===== src/hw/rtl/iqpd_pkg.sv =====
// shared types, constants and the arctangent table for the iq phase difference block
// no dependencies; used by iqpd_ctrl, iqpd_datapath and iq_phase_difference_top

package iqpd_pkg;

   localparam int SAMPLE_W     = 16;
   localparam int PROD_W       = 2 * SAMPLE_W;
   localparam int ACC_W        = 36;
   localparam int PHASE_W      = 16;
   localparam int FRAC_BITS    = 13;
   localparam int ANGLE_FRAC   = 32;
   localparam int ROUND_SHIFT  = ANGLE_FRAC - FRAC_BITS;
   localparam int RES_W        = ACC_W + 1 - ROUND_SHIFT;
   localparam int ITERS        = 16;
   localparam int STEP_W       = 4;
   localparam int MUL_STEPS    = 4;

   localparam longint PI_VAL = 64'sd13493037705;
   localparam logic signed [ACC_W-1:0] PI_Q32 = ACC_W'(PI_VAL);
   localparam logic signed [ACC_W:0] ROUND_HALF = (ACC_W + 1)'(longint'(1) << (ROUND_SHIFT - 1));
   localparam logic signed [RES_W-1:0] PHASE_LIM =
      RES_W'((PI_VAL + (longint'(1) << (ROUND_SHIFT - 1))) >>> ROUND_SHIFT);

   // product select codes for the shared multiplier
   localparam logic [1:0] SEL_II = 2'd0;
   localparam logic [1:0] SEL_QQ = 2'd1;
   localparam logic [1:0] SEL_QI = 2'd2;
   localparam logic [1:0] SEL_IQ = 2'd3;

   typedef enum logic [2:0] {
      ST_IDLE,
      ST_MUL,
      ST_PRE,
      ST_ITER,
      ST_DONE
   } state_type;

   typedef struct packed {
      logic              load;
      logic              mul_en;
      logic [1:0]        mul_sel;
      logic              pre;
      logic              iter_en;
      logic [STEP_W-1:0] iter_k;
      logic              finish;
   } cmd_type;

   // atan(2^-k) in radians, 32 fraction bits, rounded to nearest
   function automatic logic signed [ACC_W-1:0] atan_entry(input logic [STEP_W-1:0] k);
      logic signed [ACC_W-1:0] v;
      case (k)
         4'd0:    v = 36'sd3373259426;
         4'd1:    v = 36'sd1991351318;
         4'd2:    v = 36'sd1052175346;
         4'd3:    v = 36'sd534100635;
         4'd4:    v = 36'sd268086748;
         4'd5:    v = 36'sd134174063;
         4'd6:    v = 36'sd67103403;
         4'd7:    v = 36'sd33553749;
         4'd8:    v = 36'sd16777131;
         4'd9:    v = 36'sd8388597;
         4'd10:   v = 36'sd4194303;
         4'd11:   v = 36'sd2097152;
         4'd12:   v = 36'sd1048576;
         4'd13:   v = 36'sd524288;
         4'd14:   v = 36'sd262144;
         4'd15:   v = 36'sd131072;
         default: v = '0;
      endcase
      return v;
   endfunction

endpackage


===== src/hw/rtl/iqpd_ctrl.sv =====
// sequencer for the iq phase difference block: handshakes and step counting
// depends on iqpd_pkg; drives the command struct of iqpd_datapath

module iqpd_ctrl (
   input  logic             clock,
   input  logic             reset,
   input  logic             req_tvalid,
   output logic             req_tready,
   output logic             rsp_tvalid,
   input  logic             rsp_tready,
   output iqpd_pkg::cmd_type cmd
);

   iqpd_pkg::state_type state_ff, state_in;
   logic [iqpd_pkg::STEP_W-1:0] step_ff, step_in;
   logic rsp_valid_ff, rsp_valid_in;
   logic out_free;

   always_ff @(posedge clock) begin
      if (reset) begin
         state_ff     <= iqpd_pkg::ST_IDLE;
         step_ff      <= '0;
         rsp_valid_ff <= 1'b0;
      end else begin
         state_ff     <= state_in;
         step_ff      <= step_in;
         rsp_valid_ff <= rsp_valid_in;
      end
   end

   assign out_free   = !rsp_valid_ff || rsp_tready;
   assign rsp_tvalid = rsp_valid_ff;
   assign req_tready = (state_ff == iqpd_pkg::ST_IDLE);

   always_comb begin
      state_in     = state_ff;
      step_in      = step_ff;
      rsp_valid_in = rsp_valid_ff && !rsp_tready;
      cmd          = '0;
      cmd.mul_sel  = step_ff[1:0];
      cmd.iter_k   = step_ff;
      case (state_ff)
         iqpd_pkg::ST_IDLE: begin
            if (req_tvalid) begin
               cmd.load = 1'b1;
               step_in  = '0;
               state_in = iqpd_pkg::ST_MUL;
            end
         end
         iqpd_pkg::ST_MUL: begin
            cmd.mul_en = 1'b1;
            step_in    = step_ff + 1'b1;
            if (step_ff == iqpd_pkg::STEP_W'(iqpd_pkg::MUL_STEPS - 1)) begin
               state_in = iqpd_pkg::ST_PRE;
            end
         end
         iqpd_pkg::ST_PRE: begin
            cmd.pre  = 1'b1;
            step_in  = '0;
            state_in = iqpd_pkg::ST_ITER;
         end
         iqpd_pkg::ST_ITER: begin
            cmd.iter_en = 1'b1;
            step_in     = step_ff + 1'b1;
            if (step_ff == iqpd_pkg::STEP_W'(iqpd_pkg::ITERS - 1)) begin
               state_in = iqpd_pkg::ST_DONE;
            end
         end
         iqpd_pkg::ST_DONE: begin
            // wait until the output register can take the new item
            if (out_free) begin
               cmd.finish   = 1'b1;
               rsp_valid_in = 1'b1;
               state_in     = iqpd_pkg::ST_IDLE;
            end
         end
         default: begin
            state_in = iqpd_pkg::ST_IDLE;
         end
      endcase
   end

`ifndef SYNTHESIS
   a_accept_starts_mul: assert property (@(posedge clock) disable iff (reset)
      (req_tvalid && req_tready) |=> (state_ff == iqpd_pkg::ST_MUL && step_ff == '0))
      else $error("accepted item did not start the multiply sequence");

   a_last_iter_done: assert property (@(posedge clock) disable iff (reset)
      (state_ff == iqpd_pkg::ST_ITER &&
       step_ff == iqpd_pkg::STEP_W'(iqpd_pkg::ITERS - 1)) |=> (state_ff == iqpd_pkg::ST_DONE))
      else $error("cordic did not finish after the last iteration");

   a_finish_sets_valid: assert property (@(posedge clock) disable iff (reset)
      (state_ff == iqpd_pkg::ST_DONE && out_free) |=> rsp_valid_ff)
      else $error("finished item not presented on the output");

   a_busy_not_ready: assert property (@(posedge clock) disable iff (reset)
      (state_ff != iqpd_pkg::ST_IDLE) |-> !req_tready)
      else $error("ready raised while an item is in progress");
`endif

endmodule


===== src/hw/rtl/iqpd_datapath.sv =====
// datapath: conjugate product on one shared multiplier, iterative cordic, output rounding
// depends on iqpd_pkg; sequenced by iqpd_ctrl through the command struct

module iqpd_datapath (
   input  logic                                 clock,
   input  logic                                 reset,
   input  iqpd_pkg::cmd_type                    cmd,
   input  logic                                 csr_wr_en,
   input  logic                                 csr_wdata,
   input  logic signed [iqpd_pkg::SAMPLE_W-1:0] i_sample,
   input  logic signed [iqpd_pkg::SAMPLE_W-1:0] q_sample,
   output logic signed [iqpd_pkg::PHASE_W-1:0]  phase
);

   localparam int AW = iqpd_pkg::ACC_W;
   localparam int RW = iqpd_pkg::RES_W;

   logic mode_ff;
   logic signed [iqpd_pkg::SAMPLE_W-1:0] prev_i_ff, prev_q_ff, cur_i_ff, cur_q_ff;
   logic signed [AW-1:0] x_ff, x_in, y_ff, y_in, z_ff, z_in;
   logic zero_ff, zero_in;
   logic signed [iqpd_pkg::PHASE_W-1:0] phase_ff, phase_in;

   logic signed [iqpd_pkg::SAMPLE_W-1:0] mul_a, mul_b;
   logic signed [iqpd_pkg::PROD_W-1:0] prod;
   logic signed [AW-1:0] prod_ext, dx, dy;
   logic signed [AW:0] z_rnd;
   logic signed [RW-1:0] r_raw, r_clamp, r_mag, r_whole, r_out;

   always_ff @(posedge clock) begin
      if (reset) begin
         mode_ff   <= 1'b0;
         prev_i_ff <= '0;
         prev_q_ff <= '0;
      end else begin
         if (csr_wr_en) begin
            mode_ff <= csr_wdata;
         end
         // last product used, current sample becomes the previous one
         if (cmd.mul_en && cmd.mul_sel == iqpd_pkg::SEL_IQ) begin
            prev_i_ff <= cur_i_ff;
            prev_q_ff <= cur_q_ff;
         end
      end
   end

   always_ff @(posedge clock) begin
      if (cmd.load) begin
         cur_i_ff <= i_sample;
         cur_q_ff <= q_sample;
      end
      x_ff     <= x_in;
      y_ff     <= y_in;
      z_ff     <= z_in;
      zero_ff  <= zero_in;
      phase_ff <= phase_in;
   end

   // one shared multiplier, four passes
   always_comb begin
      mul_a = (cmd.mul_sel == iqpd_pkg::SEL_II || cmd.mul_sel == iqpd_pkg::SEL_IQ)
              ? cur_i_ff : cur_q_ff;
      mul_b = (cmd.mul_sel == iqpd_pkg::SEL_II || cmd.mul_sel == iqpd_pkg::SEL_QI)
              ? prev_i_ff : prev_q_ff;
      prod     = mul_a * mul_b;
      prod_ext = {{(AW - iqpd_pkg::PROD_W){prod[iqpd_pkg::PROD_W-1]}}, prod};
      dx       = y_ff >>> cmd.iter_k;
      dy       = x_ff >>> cmd.iter_k;
   end

   always_comb begin
      x_in    = x_ff;
      y_in    = y_ff;
      z_in    = z_ff;
      zero_in = zero_ff;
      if (cmd.mul_en) begin
         case (cmd.mul_sel)
            iqpd_pkg::SEL_II: x_in = prod_ext;
            iqpd_pkg::SEL_QQ: x_in = x_ff + prod_ext;
            iqpd_pkg::SEL_QI: y_in = prod_ext;
            iqpd_pkg::SEL_IQ: y_in = y_ff - prod_ext;
            default:          x_in = x_ff;
         endcase
      end else if (cmd.pre) begin
         zero_in = (x_ff == '0) && (y_ff == '0);
         // left half plane: fold over and start from +-pi
         if (x_ff[AW-1]) begin
            z_in = y_ff[AW-1] ? -iqpd_pkg::PI_Q32 : iqpd_pkg::PI_Q32;
            x_in = -x_ff;
            y_in = -y_ff;
         end else begin
            z_in = '0;
         end
      end else if (cmd.iter_en) begin
         if (!y_ff[AW-1]) begin
            x_in = x_ff + dx;
            y_in = y_ff - dy;
            z_in = z_ff + iqpd_pkg::atan_entry(cmd.iter_k);
         end else begin
            x_in = x_ff - dx;
            y_in = y_ff + dy;
            z_in = z_ff - iqpd_pkg::atan_entry(cmd.iter_k);
         end
      end
   end

   // round half up to the output format, clamp to +-pi, optional whole radians
   always_comb begin
      z_rnd = $signed({z_ff[AW-1], z_ff}) + iqpd_pkg::ROUND_HALF;
      r_raw = z_rnd[AW:iqpd_pkg::ROUND_SHIFT];
      if (r_raw > iqpd_pkg::PHASE_LIM) begin
         r_clamp = iqpd_pkg::PHASE_LIM;
      end else if (r_raw < -iqpd_pkg::PHASE_LIM) begin
         r_clamp = -iqpd_pkg::PHASE_LIM;
      end else begin
         r_clamp = r_raw;
      end
      r_mag   = r_clamp[RW-1] ? -r_clamp : r_clamp;
      r_whole = r_mag >>> iqpd_pkg::FRAC_BITS;
      if (mode_ff) begin
         r_out = r_clamp[RW-1] ? -r_whole : r_whole;
      end else begin
         r_out = r_clamp;
      end
      phase_in = phase_ff;
      if (cmd.finish) begin
         phase_in = zero_ff ? '0 : r_out[iqpd_pkg::PHASE_W-1:0];
      end
   end

   assign phase = phase_ff;

endmodule


===== src/hw/rtl/iq_phase_difference_top.sv =====
// top level of the iq phase difference (fm polar discriminator) block
// depends on iqpd_pkg, iqpd_ctrl and iqpd_datapath

// Each input item is one signed I/Q sample; each result item is the phase of
// that sample times the conjugate of the previous one (zero after reset), in
// radians with 13 fraction bits, or truncated to whole radians when the
// output mode bit is set. A zero product gives phase 0. Each item goes
// through these steps until its result is loaded into the output register:
// acceptance, four passes through the single 16x16 multiplier, one quadrant
// fold, sixteen cordic iterations on one shift-add unit and rounding, which
// waits while the output register still holds a result not yet taken.
// The next item is accepted as soon as the result has moved to the output
// register, even while that result still waits to be taken.
// Write the mode bit only while the block is idle.

module iq_phase_difference_top (
   input  logic        clock,
   input  logic        reset,
   input  logic        csr_wr_en,
   input  logic        csr_wdata,
   input  logic        req_tvalid,
   output logic        req_tready,
   input  logic [31:0] req_tdata,   // [15:0] i_sample, [31:16] q_sample
   output logic        rsp_tvalid,
   input  logic        rsp_tready,
   output logic [15:0] rsp_tdata    // [15:0] phase
);

   iqpd_pkg::cmd_type cmd;
   logic signed [iqpd_pkg::PHASE_W-1:0] phase;

   iqpd_ctrl u_ctrl (
      .clock      (clock),
      .reset      (reset),
      .req_tvalid (req_tvalid),
      .req_tready (req_tready),
      .rsp_tvalid (rsp_tvalid),
      .rsp_tready (rsp_tready),
      .cmd        (cmd)
   );

   iqpd_datapath u_datapath (
      .clock     (clock),
      .reset     (reset),
      .cmd       (cmd),
      .csr_wr_en (csr_wr_en),
      .csr_wdata (csr_wdata),
      .i_sample  ($signed(req_tdata[15:0])),
      .q_sample  ($signed(req_tdata[31:16])),
      .phase     (phase)
   );

   assign rsp_tdata = phase;

endmodule

===== config.mk =====
export PLATFORM = sky130hd
export DESIGN_NAME = iq_phase_difference_top
export DESIGN_NICKNAME = d
export VERILOG_FILES = /design/src/hw/rtl/iqpd_pkg.sv /design/src/hw/rtl/iqpd_ctrl.sv /design/src/hw/rtl/iqpd_datapath.sv /design/src/hw/rtl/iq_phase_difference_top.sv
export SDC_FILE = /design/constraint.sdc
export NUM_CORES = 2
export LEC_CHECK = 0
export ABC_AREA = 0
export BUFFER_PORTS_ARGS = -buffer_cell sky130_fd_sc_hd__buf_2
export CORE_MARGIN = 2
export CORE_UTILIZATION = 55
export CTS_CLUSTER_SIZE = 28
export DETAILED_ROUTE_END_ITERATION = 8
export PLACE_DENSITY = 0.79
export SYNTH_ARGS = -nofsm -noshare
export SYNTH_HDL_FRONTEND = slang
export SYNTH_SLANG_ARGS = --single-unit

===== constraint.sdc =====
create_clock -name clock -period 11.9 [get_ports clock]
set_clock_uncertainty 0.05 [all_clocks]
set_input_delay 1.785 -clock clock [delete_from_list [all_inputs] [get_ports clock]]
set_output_delay 1.785 -clock clock [all_outputs]
set_load 0.005 [all_outputs]

==> results.txt <==
----------------------------------------------------
[Yosys]
  Top_reg_cell synth ... edfxtp_1
  Yosys top cell by area ... fa_1
  Post-Syn Instances ... 4,255
  Flops & latches, synth ... 229
  Area share of the largest cell type after synthesis ... 0.149
  Adder and majority gate portion of the synthesized area ... 0.244
  Area share of xor/xnor cells in the synthesized design ... 0.0850
  Share of flip-flops with an asynchronous set or reset ... 0
  Synth Area in Compound Gates ... 0.180
  Simple-Gate Fraction of Synth Area ... 0.163
  Synthesis warning total ... 0
  Number of unique standard cell types used by synthesis ... 91
  Biggest area contributors in the synthesized netlist ... fa_1 (15%), edfxtp_1 (13%), ha_1 (9.5%), xnor2_1 (5.6%), mux4_2 (5.0%)
  Post-synth net total ... about 4,800
  Post-Synthesis Cell Area ... approximately 36,000 µm²
  Number of enable flip-flop cells after synthesis ... between 150 and 200
  Post-Synthesis Mean Instance Area ... between 8 and 9 µm²
  Fraction of the yosys area taken by sequential cells ... 0.171
  Largest family of logic cells by synthesized area ... adder cells
  Multiplexer area fraction after synthesis ... 0.0906

[Setup path]
  Worst-case register-to-register setup slack ... between 600 and 700 ps
  Logic depth of the worst register-to-register path ... 36
  Destination of the worst register-to-register timing path ... u_datapath.y_ff[33]
  Startpoint of the lowest-slack register-to-register path ... u_ctrl.step_ff[1]
  Startpoint type of the worst setup path ... flip-flop
  CP endpoint kind ... flip-flop
  Type of the worst setup path ... flip-flop to flip-flop
  Dominant cell type by count on the critical path ... fa_1
  Largest stage delay on the critical path ... 760 ps
  Max stage delay cell, worst path ... ha_2
  Arrival time worst endpoint ... approximately 12,000 ps
  Critical path data required time ... about 12,000 ps
  Maximum fanout count along the critical path ... 21

[STA]
  RSZ-0062 raised after global routing ... no
  Total Negative Setup Slacks ... 0 ps
  Post-route fraction of the period consumed by the critical path ... 0.947
  Worst slew margin relative to its limit ... 0.128
  Fmax ... between 80 and 90 MHz
  Number of pins exceeding their max-slew limit in the final report ... 0
  Fin. Hold Viols ... 0
  Final Setup Violations ... 0
  Slew @ Worst Pin ... ~1300 ps
  Final min period ... 11,260 ps

[Floorplan]
  Die H ... 260 µm
  Horizontal extent of the die ... roughly 260 µm
  Area of the core ... between 60,000 and 70,000 µm²
  Number of top-level pins ... 56
  Row cnt ... 93
  Die area ... around 67,000 µm²
  Initial standard-cell utilization of the core ... 0.557

[Global routing]
  All-layer global routing usage ... 0.298
  Antenna violations before repair ... 2
  Congestion Overflow GR ... 0
  Number of global-route vias before repair ... about 30,000
  Largest net degree at the start of global routing ... 73
  Global-route wire length before repair ... 162,000 µm

[CTS]
  Maximum level of the CTS H-tree ... 1
  Total CTS buffers ... 28
  Number of setup buffers added after CTS ... 0
  Insertion delay to the later sink of the worst-skew pair ... 610 ps
  Hold-fix buffers at CTS ... 0
  Root cell of the clock tree ... clkbuf_16
  CTS Sinks ... between 200 and 250
  Clock-pin transition on the worst setup and hold timing paths ... roughly 60 ps
  Maximum root-to-sink buffer count ... 3
  Gates resized, CTS repair ... 0
  CTS tree ... yes

[Placement]
  Total of buffers placed on input and output ports ... between 50 and 60
  DP Cell Count ... approximately 5,000
  DP HPWL ... around 79,000 µm
  RD Place Congestion ... 0.985

[Route]
  Routed wire length ... 102,000 µm
  Number of search-and-repair iterations in the first detailed-routing pass ... 6
  Initial DRC count ... slightly above 3,000
  Remaining routing DRC violations ... 0
  Detail Route Antenna Nets ... 0
  Routed wire length per instance ... approximately 20 µm
  Via count normalized by instance count ... 6.21
  Via Count ... around 32,000

[Status]
  Outcome ... finished clean

[Finish]
  Layout net count ... ~4,800
  Sequential cell area ... 6160 µm²
  Final Util ... 0.591
  Area taken by multi-input logic gates ... 27,500 µm²
  Non-filler instance count after layout ... just over 5,000
  Ratio of cells with drive above 1 in the final layout ... 0.0889
  Layout fillers ... 5,742
  Area added between synthesis and finish ... 6.09%

[Pwr]
  Total power density per cell area ... approximately 170 nW/µm²
  Cell leakage power ... around 0.017 µW
  Worst vdd rail ir drop ... 0.000123 V

[Worst hold path]
  Path class of the lowest-slack min-delay path ... flip-flop to flip-flop
  Number of instances on the worst hold path ... 2
  Critical hold path startpoint ... u_datapath.prev_q_ff[9]
  End of the worst hold path ... u_datapath.prev_q_ff[9]

[Flow run]
  Number of max-cap violations ... 0

----------------------------------------------------
power by group:
group	switching [µW]	internal, µW	leakage, µW
clock	390	540	0.000506
sequential	299	1110	0.00205
combinational	2290	1810	0.0140
through the flow:
stage / setup slack, ps / hold slack (ps) / total power [µW] / cell area (µm²)
3_3_place_gp: 800 / 392 / 5310 / 37100
3_5_place_dp: 706 / 395 / 5370 / 37100
6_report: 635 / 403 / 6440 / 38100
4_1_cts: 719 / 405 / 6350 / 38100
5_1_grt: 74.2 / 423 / 6920 / 38100
2_1_floorplan: 360 / 383 / 4500 / 36000
cell type report:
type | instances | share of cell area
inverters | 428 | 0.0421
diodes | 1 | 0.0000656
flip-flops and latches | 229 | 0.162
clock inverters | 14 | 0.00407
repair buffers | 124 | 0.0208
multi-input cells | 3409 | 0.721
well taps | 855 | 0.0280
clock buffers | 38 | 0.0226
cells in the final DEF, fill, tap and decap left out, drive strengths merged, types with 17 or more instances in the layout:
master    n
o21bai   26
mux4     80
inv     434
and3     37
fa      267
a21oi   323
a221oi   21
mux2     52
o21a     45
or2      22
nand4    27
nor2b    40
xor2    121
nor4     24
clkbuf   38
nor3     73
nand2   431
buf     124
nor2    412
or3      24
nand2b   38
o21ai   223
a31oi    39
and2     39
o211ai   28
o31ai    19
a211oi   50
a21o     96
mux2i    87
ha      272
nand3    65
edfxtp  157
or4      17
xnor2   228
dfxtp    72
critical path: cells and delay by family, from the launching register on:
family | cells | cell delay, ps
simple gates | 5 | 1170
xor+xnor | 1 | 180
mux | 2 | 920
flops | 1 | 440
buf+inv | 6 | 520
compound gates | 12 | 2740
fa+ha+maj | 10 | 4940
Yosys cell counts (40+ instances only):
cell,n
nor3_1,72
nand2_1,431
ha_1,272
nor2b_1,40
o21ai_0,220
dfxtp_1,72
mux2i_1,87
edfxtp_1,157
fa_1,267
a211oi_1,47
mux4_2,80
a21o_1,96
inv_1,424
nand3_1,64
xnor2_1,228
o21a_1,45
xor2_1,121
a21oi_1,323
mux2_2,52
nor2_1,412
clkbuf_1,150
per-layer routing:
| metal | global-route usage | vias to the layer above | wire length, µm |
|---|---|---|---|
| li1 | - | 14800 | - |
| met1 | 0.413 | 15300 | 43500 |
| met2 | 0.481 | 1336 | 46200 |
| met3 | 0.0493 | 184 | 9120 |
| met4 | 0.0876 | 2 | 2940 |
| met5 | 0 | - | 18 |
how the worst max path moves through the flow:
stage                           start                   to  slack, ps  cells after the start
finish              u_ctrl.step_ff[1]  u_datapath.y_ff[33]        640                     36
global route        u_ctrl.step_ff[1]  u_datapath.y_ff[34]         70                     38
detailed placement  u_ctrl.step_ff[1]  u_datapath.y_ff[33]        710                     36
global placement    u_ctrl.step_ff[1]  u_datapath.y_ff[33]        800                     36
floorplan           u_ctrl.step_ff[0]  u_datapath.y_ff[33]        360                     42
CTS                 u_ctrl.step_ff[1]  u_datapath.y_ff[33]        720                     36
logic make-up (layout without fill, tap and decap cells):
kind of cell	count (synthesis)	count (layout)
compound gates	1020	1020
xor+xnor	349	349
fa+ha+maj	542	542
buf+inv	617	604
flops	229	229
mux	219	219
other cells	0	1
simple gates	1279	1279
(Power assumes the default switching activity.)
